**config.mk**
```make
export PLATFORM = sky130hd
export DESIGN_NAME = lsb_stego_frame_decoder
export DESIGN_NICKNAME = d
export VERILOG_FILES = /design/src/rtl/lsbsfd_pkg.sv /design/src/rtl/lsbsfd_parse.sv /design/src/rtl/lsbsfd_outq.sv /design/src/rtl/lsb_stego_frame_decoder.sv
export SDC_FILE = /design/constraint.sdc
export NUM_CORES = 1
export LEC_CHECK = 0
export ABC_AREA = 1
export BUFFER_PORTS_ARGS = -buffer_cell sky130_fd_sc_hd__buf_2
export CORE_ASPECT_RATIO = 1.75
export CORE_MARGIN = 2
export CORE_UTILIZATION = 47
export CTS_CLUSTER_SIZE = 12
export DETAILED_ROUTE_END_ITERATION = 10
export PLACE_DENSITY_LB_ADDON = 0.05
export SETUP_SLACK_MARGIN = 0.1
export SYNTH_ARGS = -nofsm -noshare
export SYNTH_HDL_FRONTEND = slang
export SYNTH_SLANG_ARGS = --single-unit
```
**constraint.sdc**
```tcl
create_clock -name i_clk -period 16.6 [get_ports i_clk]
set_clock_uncertainty 0.1 [all_clocks]
set_input_delay 2.49 -clock i_clk [delete_from_list [all_inputs] [get_ports i_clk]]
set_output_delay 2.49 -clock i_clk [all_outputs]
set_load 0.02 [all_outputs]
```
**src/rtl/lsbsfd_pkg.sv**
```systemverilog
// Shared types and constants for the LSB stego frame decoder.
// No dependencies; imported by every module of the block.
package lsbsfd_pkg;

    localparam int MAX_EXT_LEN_DEF   = 8;
    localparam int MAGIC_MAX_LEN_DEF = 8;

    localparam int MAGIC_W  = 64;
    localparam int MLEN_W   = 4;
    localparam int HLEN_W   = 8;
    localparam int CFG_IDX_W = 2;
    localparam int WORD_W   = 32;
    localparam int EXT_W    = 8;
    localparam int BCNT_W   = 5;

    typedef enum logic [CFG_IDX_W-1:0] {
        CFG_MAGIC_VALUE   = 2'd0,
        CFG_MAGIC_LENGTH  = 2'd1,
        CFG_HEADER_LENGTH = 2'd2
    } t_cfg_idx;

    localparam logic [MAGIC_W-1:0] MAGIC_VALUE_RST   = 64'd8998;
    localparam logic [MLEN_W-1:0]  MAGIC_LENGTH_RST  = 4'd2;
    localparam logic [HLEN_W-1:0]  HEADER_LENGTH_RST = 8'd54;

    typedef enum logic [2:0] {
        PH_HEADER = 3'd0,
        PH_MAGIC  = 3'd1,
        PH_EXTLEN = 3'd2,
        PH_EXT    = 3'd3,
        PH_PSIZE  = 3'd4,
        PH_PAY    = 3'd5,
        PH_IDLE   = 3'd6
    } t_phase;

    typedef enum logic [2:0] {
        KIND_EXT_CHAR = 3'd0,
        KIND_PAYLOAD  = 3'd1,
        KIND_DONE     = 3'd2,
        KIND_MAGIC    = 3'd3,
        KIND_EXT_LONG = 3'd4
    } t_kind;

    typedef struct packed {
        logic [7:0] data_byte;
        logic [2:0] item_kind;
        logic       last;
    } t_result;

endpackage

```
**src/rtl/lsbsfd_parse.sv**
```systemverilog
// Frame parser: config registers, header skip, bit gathering and field decode.
// Depends on lsbsfd_pkg. One request is processed per cycle while i_accept is high.
module lsbsfd_parse #(
    parameter int MAX_EXT_LEN   = lsbsfd_pkg::MAX_EXT_LEN_DEF,
    parameter int MAGIC_MAX_LEN = lsbsfd_pkg::MAGIC_MAX_LEN_DEF
) (
    input  logic                                i_clk,
    input  logic                                i_rst_n,
    input  logic                                i_cfg_we,
    input  logic [lsbsfd_pkg::CFG_IDX_W-1:0]    i_cfg_index,
    input  logic [lsbsfd_pkg::MAGIC_W-1:0]      i_cfg_data,
    input  logic                                i_accept,
    input  logic [7:0]                          i_pixel_byte,
    input  logic                                i_frame_start,
    output logic                                o_res_valid,
    output lsbsfd_pkg::t_result                 o_res
);
    import lsbsfd_pkg::*;

    logic [MAGIC_W-1:0] r_magic_value;
    logic [MLEN_W-1:0]  r_magic_length;
    logic [HLEN_W-1:0]  r_header_length;

    t_phase             r_phase, n_phase;
    logic [HLEN_W-1:0]  r_hcnt, n_hcnt;
    logic [BCNT_W-1:0]  r_bcnt, n_bcnt;
    logic [WORD_W-1:0]  r_shift, n_shift;
    logic [7:0]         r_fidx, n_fidx;
    logic [EXT_W-1:0]   r_ext_len, n_ext_len;
    logic [WORD_W-1:0]  r_pay_rem, n_pay_rem;

    always_ff @(posedge i_clk) begin
        if (!i_rst_n) begin
            r_magic_value   <= MAGIC_VALUE_RST;
            r_magic_length  <= MAGIC_LENGTH_RST;
            r_header_length <= HEADER_LENGTH_RST;
        end else if (i_cfg_we) begin
            unique case (i_cfg_index)
                CFG_MAGIC_VALUE:   r_magic_value   <= i_cfg_data;
                CFG_MAGIC_LENGTH:  r_magic_length  <= i_cfg_data[MLEN_W-1:0];
                CFG_HEADER_LENGTH: r_header_length <= i_cfg_data[HLEN_W-1:0];
                default: ;
            endcase
        end
    end

    logic [MLEN_W-1:0] eff_len;
    assign eff_len = (r_magic_length > MLEN_W'(MAGIC_MAX_LEN)) ?
                     MLEN_W'(MAGIC_MAX_LEN) : r_magic_length;

    always_comb begin
        t_phase            ph;
        logic [BCNT_W:0]   bc_inc;
        logic [WORD_W-1:0] gs;
        logic              done8, done32;
        logic [2:0]        midx;
        logic [7:0]        fi_inc;

        ph        = i_frame_start ? PH_HEADER : r_phase;
        n_hcnt    = i_frame_start ? '0 : r_hcnt;
        n_bcnt    = i_frame_start ? '0 : r_bcnt;
        n_shift   = i_frame_start ? '0 : r_shift;
        n_fidx    = i_frame_start ? '0 : r_fidx;
        n_ext_len = i_frame_start ? '0 : r_ext_len;
        n_pay_rem = i_frame_start ? '0 : r_pay_rem;
        o_res_valid = 1'b0;
        o_res       = '0;

        if (ph == PH_HEADER && n_hcnt >= r_header_length) begin
            ph     = PH_MAGIC;
            n_fidx = '0;
            n_bcnt = '0;
        end
        if (ph == PH_MAGIC && eff_len == '0)
            ph = PH_EXTLEN;

        // shared bit gatherer
        bc_inc = {1'b0, n_bcnt} + 1'b1;
        gs     = {n_shift[WORD_W-2:0], i_pixel_byte[0]};
        done8  = bc_inc >= (BCNT_W+1)'(8);
        done32 = bc_inc >= (BCNT_W+1)'(32);
        midx   = eff_len[2:0] - 3'd1 - n_fidx[2:0];
        fi_inc = n_fidx + 8'd1;
        n_phase = ph;

        case (ph)
            PH_HEADER: begin
                n_hcnt = n_hcnt + 1'b1;
            end
            PH_MAGIC: begin
                n_shift = gs;
                n_bcnt  = done8 ? '0 : bc_inc[BCNT_W-1:0];
                if (done8) begin
                    if (gs[7:0] != r_magic_value[8*midx +: 8]) begin
                        n_phase     = PH_IDLE;
                        o_res_valid = 1'b1;
                        o_res       = '{8'd0, KIND_MAGIC, 1'b1};
                    end else begin
                        n_fidx = fi_inc;
                        if (fi_inc >= 8'(eff_len)) begin
                            n_phase = PH_EXTLEN;
                            n_fidx  = '0;
                        end
                    end
                end
            end
            PH_EXTLEN: begin
                n_shift = gs;
                n_bcnt  = done32 ? '0 : bc_inc[BCNT_W-1:0];
                if (done32) begin
                    if (gs > WORD_W'(MAX_EXT_LEN)) begin
                        n_phase     = PH_IDLE;
                        o_res_valid = 1'b1;
                        o_res       = '{8'd0, KIND_EXT_LONG, 1'b1};
                    end else begin
                        n_ext_len = gs[EXT_W-1:0];
                        n_fidx    = '0;
                        n_phase   = (gs != '0) ? PH_EXT : PH_PSIZE;
                    end
                end
            end
            PH_EXT: begin
                n_shift = gs;
                n_bcnt  = done8 ? '0 : bc_inc[BCNT_W-1:0];
                if (done8) begin
                    n_fidx = fi_inc;
                    if (fi_inc >= n_ext_len)
                        n_phase = PH_PSIZE;
                    o_res_valid = 1'b1;
                    o_res       = '{gs[7:0], KIND_EXT_CHAR, 1'b0};
                end
            end
            PH_PSIZE: begin
                n_shift = gs;
                n_bcnt  = done32 ? '0 : bc_inc[BCNT_W-1:0];
                if (done32) begin
                    if (gs == '0) begin
                        n_phase     = PH_IDLE;
                        o_res_valid = 1'b1;
                        o_res       = '{8'd0, KIND_DONE, 1'b1};
                    end else begin
                        n_pay_rem = gs;
                        n_phase   = PH_PAY;
                    end
                end
            end
            PH_PAY: begin
                n_shift = gs;
                n_bcnt  = done8 ? '0 : bc_inc[BCNT_W-1:0];
                if (done8) begin
                    n_pay_rem   = n_pay_rem - 1'b1;
                    o_res_valid = 1'b1;
                    if (n_pay_rem == '0) begin
                        n_phase = PH_IDLE;
                        o_res   = '{gs[7:0], KIND_PAYLOAD, 1'b1};
                    end else begin
                        o_res   = '{gs[7:0], KIND_PAYLOAD, 1'b0};
                    end
                end
            end
            default: ;
        endcase
    end

    always_ff @(posedge i_clk) begin
        if (!i_rst_n) begin
            r_phase   <= PH_HEADER;
            r_hcnt    <= '0;
            r_bcnt    <= '0;
            r_shift   <= '0;
            r_fidx    <= '0;
            r_ext_len <= '0;
            r_pay_rem <= '0;
        end else if (i_accept) begin
            r_phase   <= n_phase;
            r_hcnt    <= n_hcnt;
            r_bcnt    <= n_bcnt;
            r_shift   <= n_shift;
            r_fidx    <= n_fidx;
            r_ext_len <= n_ext_len;
            r_pay_rem <= n_pay_rem;
        end
    end

endmodule

```
**src/rtl/lsbsfd_outq.sv**
```systemverilog
// Two-entry result queue: output register plus skid slot.
// Depends on lsbsfd_pkg for the result struct.
module lsbsfd_outq (
    input  logic                i_clk,
    input  logic                i_rst_n,
    input  logic                i_push,
    input  lsbsfd_pkg::t_result i_res,
    output logic                o_full,
    output logic                o_valid,
    input  logic                i_stall,
    output lsbsfd_pkg::t_result o_res
);
    import lsbsfd_pkg::*;

    t_result    r_q0, r_q1;
    logic [1:0] r_cnt, n_cnt;
    logic       pop;

    assign pop     = (r_cnt != 2'd0) && !i_stall;
    assign o_full  = (r_cnt == 2'd2);
    assign o_valid = (r_cnt != 2'd0);
    assign o_res   = r_q0;

    always_comb begin
        n_cnt = r_cnt + 2'(i_push) - 2'(pop);
    end

    always_ff @(posedge i_clk) begin
        if (!i_rst_n) begin
            r_cnt <= '0;
        end else begin
            r_cnt <= n_cnt;
        end
    end

    always_ff @(posedge i_clk) begin
        if (pop) begin
            r_q0 <= (r_cnt == 2'd2) ? r_q1 : i_res;
        end else if (i_push && r_cnt == 2'd0) begin
            r_q0 <= i_res;
        end
        if (i_push && !pop && r_cnt == 2'd1) begin
            r_q1 <= i_res;
        end
    end

endmodule

```
**src/rtl/lsb_stego_frame_decoder.sv**
```systemverilog
// Top level of the LSB stego frame decoder: parser plus result queue.
// Depends on lsbsfd_pkg, lsbsfd_parse and lsbsfd_outq.
//
// Usage:
//   Input channel (i_valid / o_stall) carries one image byte per request with
//   i_frame_start marking the first byte of a frame. Output channel
//   (o_valid / i_stall) carries decoded bytes and status items.
//   Config registers are written through i_cfg_we / i_cfg_index / i_cfg_data;
//   the user must write only while the block is idle (not enforced); writes take effect on the next request.
//   Throughput: one input request per cycle while o_stall is low, set by the
//   combinational parse step (shift one bit, update counters) between the state registers.
//   Output: a result is registered into the result queue when the input request
//   that completes it is accepted, and is presented on o_valid from the queue's output register.
//   Stall: a two-entry result queue absorbs one result while the receiver
//   stalls; o_stall rises only once both entries are occupied.
//   Reset: synchronous, active low; restores register defaults, empties the
//   queue and restarts the parse in header skip.
module lsb_stego_frame_decoder #(
    parameter int MAX_EXT_LEN   = lsbsfd_pkg::MAX_EXT_LEN_DEF,
    parameter int MAGIC_MAX_LEN = lsbsfd_pkg::MAGIC_MAX_LEN_DEF
) (
    input  logic                             i_clk,
    input  logic                             i_rst_n,
    input  logic                             i_cfg_we,
    input  logic [lsbsfd_pkg::CFG_IDX_W-1:0] i_cfg_index,
    input  logic [lsbsfd_pkg::MAGIC_W-1:0]   i_cfg_data,
    input  logic                             i_valid,
    output logic                             o_stall,
    input  logic [7:0]                       i_pixel_byte,
    input  logic                             i_frame_start,
    output logic                             o_valid,
    input  logic                             i_stall,
    output logic [7:0]                       o_data_byte,
    output logic [2:0]                       o_item_kind,
    output logic                             o_last
);
    import lsbsfd_pkg::*;

    logic    accept;
    logic    res_valid;
    t_result res;
    t_result q_res;
    logic    q_full;

    assign o_stall = q_full;
    assign accept  = i_valid && !q_full;

    lsbsfd_parse #(
        .MAX_EXT_LEN   (MAX_EXT_LEN),
        .MAGIC_MAX_LEN (MAGIC_MAX_LEN)
    ) u_parse (
        .i_clk         (i_clk),
        .i_rst_n       (i_rst_n),
        .i_cfg_we      (i_cfg_we),
        .i_cfg_index   (i_cfg_index),
        .i_cfg_data    (i_cfg_data),
        .i_accept      (accept),
        .i_pixel_byte  (i_pixel_byte),
        .i_frame_start (i_frame_start),
        .o_res_valid   (res_valid),
        .o_res         (res)
    );

    lsbsfd_outq u_outq (
        .i_clk   (i_clk),
        .i_rst_n (i_rst_n),
        .i_push  (accept && res_valid),
        .i_res   (res),
        .o_full  (q_full),
        .o_valid (o_valid),
        .i_stall (i_stall),
        .o_res   (q_res)
    );

    assign o_data_byte = q_res.data_byte;
    assign o_item_kind = q_res.item_kind;
    assign o_last      = q_res.last;

endmodule
```
== After elaboration in Yosys (flattened, before gate mapping) ==
Index checks and enable logic that the tools add are counted.
Storage, ports and cells
  output and inout bits: 14
  bits of input ports: 80
  logic and storage cells: 137
  register bits after elaboration: 197
Operators by class
  reductions and logical operators: 28
  equal/unequal tests: 11
  add/sub/neg operators: 8
  muxes and demuxes: 65
  shift operators: 1
  $lt $le $gt $ge: 7
Operators by type and width (number)
  2-to-1 mux 32 bit: 4
  2-to-1 mux 8 bit: 14
  2-to-1 mux 12 bit: 8
  zero test 32 bit: 2
  one-hot mux 32 bit (2 select lines): 1
  indexed part select 64 x 7 -> 8 bit: 1
  2-to-1 mux 31 bit: 2
  one-hot mux 12 bit (5 select lines): 1
  2-to-1 mux 3 bit: 16
  > comparator 32 x 4 -> 1 bit, second input constant: 1
  nonzero test 32 bit: 1
  subtractor 32 x 1 -> 32 bit, second input constant: 1
  one-hot mux 8 bit (3 select lines): 1
  2-to-1 mux 5 bit: 4
  adder 8 x 1 -> 8 bit, second input constant: 2
  >= comparator 8 bit: 2
  one-hot mux 3 bit (5 select lines): 1
  one-hot mux 5 bit (2 select lines): 1
  >= comparator 8 x 4 -> 1 bit: 1
  logical AND 1 bit: 8
  2-to-1 mux 1 bit: 8
  2-to-1 mux 4 bit: 2
  inequality test 8 bit: 1
  adder 5 x 1 -> 6 bit, second input constant: 1
  other kinds (23): 36

== Depth between registers and ports, before layout ==
  depth after elaboration: 14
  depth in mapped cells: 44
  mapped depth without buffers: 38

== Modules after synthesis ==
A second synthesis with hierarchy kept.
Unflattened totals
  cell total of the unflattened synthesis: 1790
  area total of the unflattened synthesis: 11728.7 um2
Modules (own cells, without submodules)
  lsbsfd_parse: cells each 1700, times used 1, area an instance 10661.5 um2, sequential area each 3423.3 um2
  lsbsfd_outq: cells each 85, times used 1, area an instance 1043.5 um2, sequential area each 760.7 um2
  lsb_stego_frame_decoder: cells each 5, times used 1, area an instance 23.8 um2, sequential area each 0.0 um2

== Worst setup path after synthesis ==
Ideal clock, no wire load.
  kind: input to register
  start point: input i_frame_start
  end point: register u_outq.r_q1[0] (netlist name), enable pin
  library setup time: 380 ps
  data arrival time: 7364 ps
  path buffers: 8
  data required time: 16120 ps
  cell stages on the path: 38
  path slack: 8756 ps
  path through: buf_6 > inv_4 > buf_6 > buf_2 > buf_1 > clkbuf_1 > nand2_1 > inv_1 > ha_1 > nand2_1 > o21a_1 > nand2_1 > nand2_2 > buf_6 > buf_4 > nand2_1 > ha_1 > inv_1 > [... 2 more ...] > clkbuf_1 > a21oi_1 > a32oi_1 > inv_1 > nand3_1 > nand3_1 > nand2_1 > nor2_1 > nand2_1 > nor2_2 > nor2_1 > nand2_2 > nand2_1 > nand2_1 > inv_1 > ha_1 > nand2_1 > nor2_1
Between the ends
  cells in the longest elaborated chain, start to end: 13
  elaborated cells on any way between the ends: 39
Ends and longest elaborated chain
  start, declared: line lsb_stego_frame_decoder.sv:30  | input logic i_frame_start,
  2-to-1 mux 8 bit / 2-to-1 mux 3 bit (equally long branches): line lsbsfd_parse.sv:60, lsbsfd_parse.sv:59
  >= comparator 8 bit / zero test 3 bit (equally long branches): line lsbsfd_parse.sv:69  | if (ph == PH_HEADER && n_hcnt >= r_header_length) begin
  logical AND 1 bit: line lsbsfd_parse.sv:69
  2-to-1 mux 8 bit / 2-to-1 mux 3 bit (equally long branches): line lsbsfd_parse.sv:69
  subtractor 3 bit / equality test 3 x 1 -> 1 bit (equally long branches): line lsbsfd_parse.sv:82, lsbsfd_parse.sv:74
  indexed part select 64 x 7 -> 8 bit / logical AND 1 bit (equally long branches): line lsbsfd_parse.sv:94, lsbsfd_parse.sv:74
  inequality test 8 bit / 2-to-1 mux 3 bit (equally long branches): line lsbsfd_parse.sv:94, lsbsfd_parse.sv:74
  2-to-1 mux 1 bit, or another cell as far along: line lsbsfd_parse.sv:94  | if (gs[7:0] != r_magic_value[8*midx +: 8]) begin
  2-to-1 mux 1 bit / OR reduction 2 bit (equally long branches)
  one-hot mux 1 bit (4 select lines) (*): line lsbsfd_parse.sv:86  | case (ph)
  logical AND 1 bit (*): line lsb_stego_frame_decoder.sv:67  | .i_push (accept && res_valid),
  logical AND 1 bit (*) (2 in a row): line lsbsfd_outq.sv:42  | if (i_push && !pop && r_cnt == 2'd1) begin
  end signal, assigned: line lsbsfd_outq.sv:43  | r_q1 <= i_res;
  end, declared: line lsbsfd_outq.sv:15  | t_result r_q0, r_q1;
Mark *: on every way between the ends. The rest lies on a longest branch, timed or not.
A chain may end at the register's enable or synchronous reset.

== Final worst setup path ==
Ends and elaborated chain as after synthesis.

==> Flow_metrics.wiki <==
{| class="wikitable"
! Metric !! Value
|-
| Cell type with the highest aggregate area in the netlist || sky130_fd_sc_hd__dfxtp_1
|-
| Total of flip-flops plus latches after synthesis || 197
|-
| Height of the chip || between 200 and 250 um
|-
| Crit Reg-Reg Startpoint || u_parse.r_hcnt[0]
|-
| Number of enable flip-flop cells after synthesis || 24
|-
| Final Routed Wirelength || 34.0 mm
|-
| Maximum number of pins on one net before global-route repair || between 90 and 100
|-
| Count of mapped cells out of synthesis || ~1800
|-
| Transition at the pin with the smallest max-transition slack || around 1.1 ns
|-
| Period utilisation layout || between 50% and 60%
|-
| Nature of the critical path startpoint || primary input
|-
| Arrival time of data at the critical path endpoint || approximately 8.7 ns
|-
| Deepest level of the CTS H-tree || 4
|-
| Clock tree from TritonCTS || yes
|-
| Worst setup slack for register-to-register paths || ~10 ns
|-
| Worst-case reg-to-reg path depth || 34
|-
| Count of buffers from port buffering || 86
|-
| Post-Synthesis Cell Area || 11900 um^2
|-
| Leak || approximately 6.1 nW
|-
| Slew HR || between 20% and 30%
|-
| Antenna viol nets, final || 0
|-
| Post-DP HPWL || around 24 mm
|-
| Master cell of the clock root buffer || sky130_fd_sc_hd__clkbuf_16
|-
| Most Frequent Cell on Critical Path || sky130_fd_sc_hd__nand2_1
|-
| Capture endpoint of the worst hold path || u_parse.r_magic_value[35]
|-
| Later-pin clock latency in the skew report || 0.46 ns
|-
| Final weighted congestion in routability-driven placement || ~0.9
|-
| Syn Area/Cell || 6.54 um^2
|-
| YS warnings || 0
|-
| Commonest cells after routing, fill and taps aside || sky130_fd_sc_hd__nand2_1, sky130_fd_sc_hd__nor2_1, sky130_fd_sc_hd__inv_1, sky130_fd_sc_hd__dfxtp_1, sky130_fd_sc_hd__o21ai_0
|-
| Total DRC errors in the routed layout || 0
|-
| Final setup violation count || 0
|-
| Max IR drop VDD || approximately 72 uV
|-
| Minimum period implied by the final worst setup slack || around 8.7 ns
|-
| Setup fix buffers added after clock tree synthesis || 0
|-
| Cell types occupying the most area after synthesis || sky130_fd_sc_hd__dfxtp_1, sky130_fd_sc_hd__nand2_1, sky130_fd_sc_hd__nor2_1
|-
| Net Count, Synth || between 1500 and 2000
|-
| Aggregate global-route resource usage || 25.4%
|-
| Number of vias after detailed routing || 11731
|-
| Hold depth || 2
|-
| Number of unique standard cell types used by synthesis || 50
|-
| Endpoints failing hold || 0
|-
| Startpoint of the most critical hold path || u_parse.r_magic_value[35]
|-
| Initial antenna violation count || 0
|-
| Vias in the first global route || 11308
|-
| RSZ-0062 raised after global routing || no
|-
| Minimum hold slack || between 0.3 and 0.4 ns
|-
| Critical path start-end classification || in2reg
|-
| Total of cells resized after clock tree synthesis || 0
|-
| Upper clock frequency limit || about 120 MHz
|-
| Nets || 1952
|-
| Setup TNS || 0 ns
|-
| Result of the run || finished clean
|-
| Deepest clock path buffer count || 2
|-
| Class of the worst hold path || reg2reg
|-
| DR pass1 iterations || 7
|-
| Average via count per standard cell || about 5.4
|-
| Design area || approximately 13000 um^2
|-
| Boundary Pins || between 90 and 100
|-
| Number of sinks handled by clock tree synthesis || 197
|-
| Top cell type's share of synthesized area || about 29%
|-
| Part of the Yosys area used for sequential elements || 35.1%
|-
| Worst Setup End Kind || register
|-
| Syn-to-layout area delta || 8.95%
|-
| Post-Place Cell Area || approximately 12000 um^2
|-
| Critical path required time || roughly 17 ns
|-
| Starting Density || 47.4%
|-
| Quantity of hold-fixing buffers added after cts || 0
|-
| Total CTS buffers || 17
|-
| Wire length of the first global-routing pass || about 55 mm
|-
| CORE AREA || 25100 um^2
|-
| Crit-path max cell delay || between 0.7 and 0.8 ns
|-
| Critical path peak fanout || 40
|-
| Area of the die || between 20000 and 30000 um^2
|-
| Drt first-iter violations || 715
|-
| Final Slew Violations || 0
|-
| Share of synthesized registers carrying an async set or reset || 0%
|-
| Power density over the cells || 85.1 nW/um^2
|-
| R2R Path End || u_outq.r_q1[0]
|-
| Antenna diode count || 0
|-
| Cell with the biggest individual delay on the critical path || sky130_fd_sc_hd__nor2_1
|-
| Average routed wire per standard cell || between 15 and 20 um
|-
| Leading cell type in the layout, fill and taps excluded || sky130_fd_sc_hd__nand2_1
|-
| Total overflow reported by the global router || 0
|-
| Horizontal die dimension || about 120 um
|-
| Proportion of layout cells with a drive suffix above 1 || between 10% and 20%
|-
| Ys flop type || sky130_fd_sc_hd__dfxtp_1
|-
| Number of rows in the core area || between 70 and 80
|-
| Number of violations of the max-capacitance limit || 0
|-
| Clock-pin slew of the registers on the worst-case setup and hold paths || roughly 0.070 ns
|}
-- metal layers --
layer	track usage [%]	vias up	part of all wire, %
met5	0	-	0
met4	11.2	0	3.5
met3	3.47	61	3.0
met2	48.0	231	54
met1	27.7	5458	39
li1	-	5981	-
-- cell type report --
class | instances | area, um^2
fillers | 2625 | 12200
clock inverters | 12 | 130
multi-input cells | 1314 | 6500
flip-flops and latches | 197 | 4180
repair buffers | 96 | 508
well taps | 316 | 395
inverters | 218 | 821
clock buffers | 19 | 443
-- cell families (layout without fill, tap and decap cells) --
group | after synthesis | count (layout) | share of synthesized area, %
adder cells (fa/ha/maj) | 28 | 28 | 3.00
XOR/XNOR | 25 | 25 | 1.84
AO/OA/AOI/OAI | 352 | 352 | 16.6
multiplexers | 8 | 8 | 0.756
AND/OR/NAND/NOR | 901 | 901 | 32.3
flip-flops | 197 | 197 | 35.1
buffers and inverters | 312 | 345 | 10.4
-- how the worst max path moves through the flow --
stage / from / to / slack [ns] / cells after the start
after floorplan: i_frame_start / u_outq.r_q1[0] / 8.76 / 38
after global placement: i_frame_start / u_outq.r_q1[5] / 7.52 / 29
after detailed placement: i_frame_start / u_outq.r_q1[6] / 7.40 / 29
after CTS: i_frame_start / u_outq.r_q1[4] / 7.86 / 29
after global routing: i_frame_start / u_outq.r_q1[2] / 7.41 / 34
final: i_frame_start / u_outq.r_q1[0] / 7.93 / 34
-- worst max-delay path, delay by kind of cell --
| family | cells | cell delay, ns |
|---|---|---|
| fa+ha+maj | 3 | 0.76 |
| simple gates | 23 | 3.41 |
| compound gates | 1 | 0.32 |
| buf+inv | 7 | 1.63 |
-- per-stage QoR --
stage               instances  worst slack, ns  utilization, %  total power, mW
floorplan                1823             8.76               -            0.647
global placement         2141             7.52            49.3            0.693
detailed placement       2141             7.40            49.3            0.695
CTS                      2172             7.86            51.6             1.12
global route             2172             7.41            51.6             1.16
finish                   2172             7.93            51.6             1.10
-- synth_stat cells, drive strengths merged (11+ instances only) --
library cell  number
a31oi             26
nor2             248
nand4             24
a21oi            106
nor3              31
nand2            443
or2               32
clkbuf            61
xor2              22
dfxtp            173
o21ai            168
edfxtp            24
buf               33
inv              215
ha                27
nand3            113
o211ai            11
-- state kept, by name, indices dropped and copies added, names as in the netlist --
signal                   count
u_parse.r_phase              3
u_outq.r_q1                 12
u_parse.r_fidx               8
u_parse.r_pay_rem           32
u_parse.r_header_length      8
u_outq.r_cnt                 2
u_outq.o_res                12
u_parse.r_hcnt               8
u_parse.r_shift             31
u_parse.r_magic_value       64
u_parse.r_magic_length       4
u_parse.r_bcnt               5
u_parse.r_ext_len            8
-- power breakdown --
part / switching, mW / total [mW] / leakage, nW / internal (mW)
registers: 0.00726 / 0.503 / 1.63 / 0.496
logic: 0.120 / 0.181 / 4.19 / 0.0613
clock network: 0.195 / 0.420 / 0.281 / 0.225
Note: power is estimated with default switching activity, not from simulation.
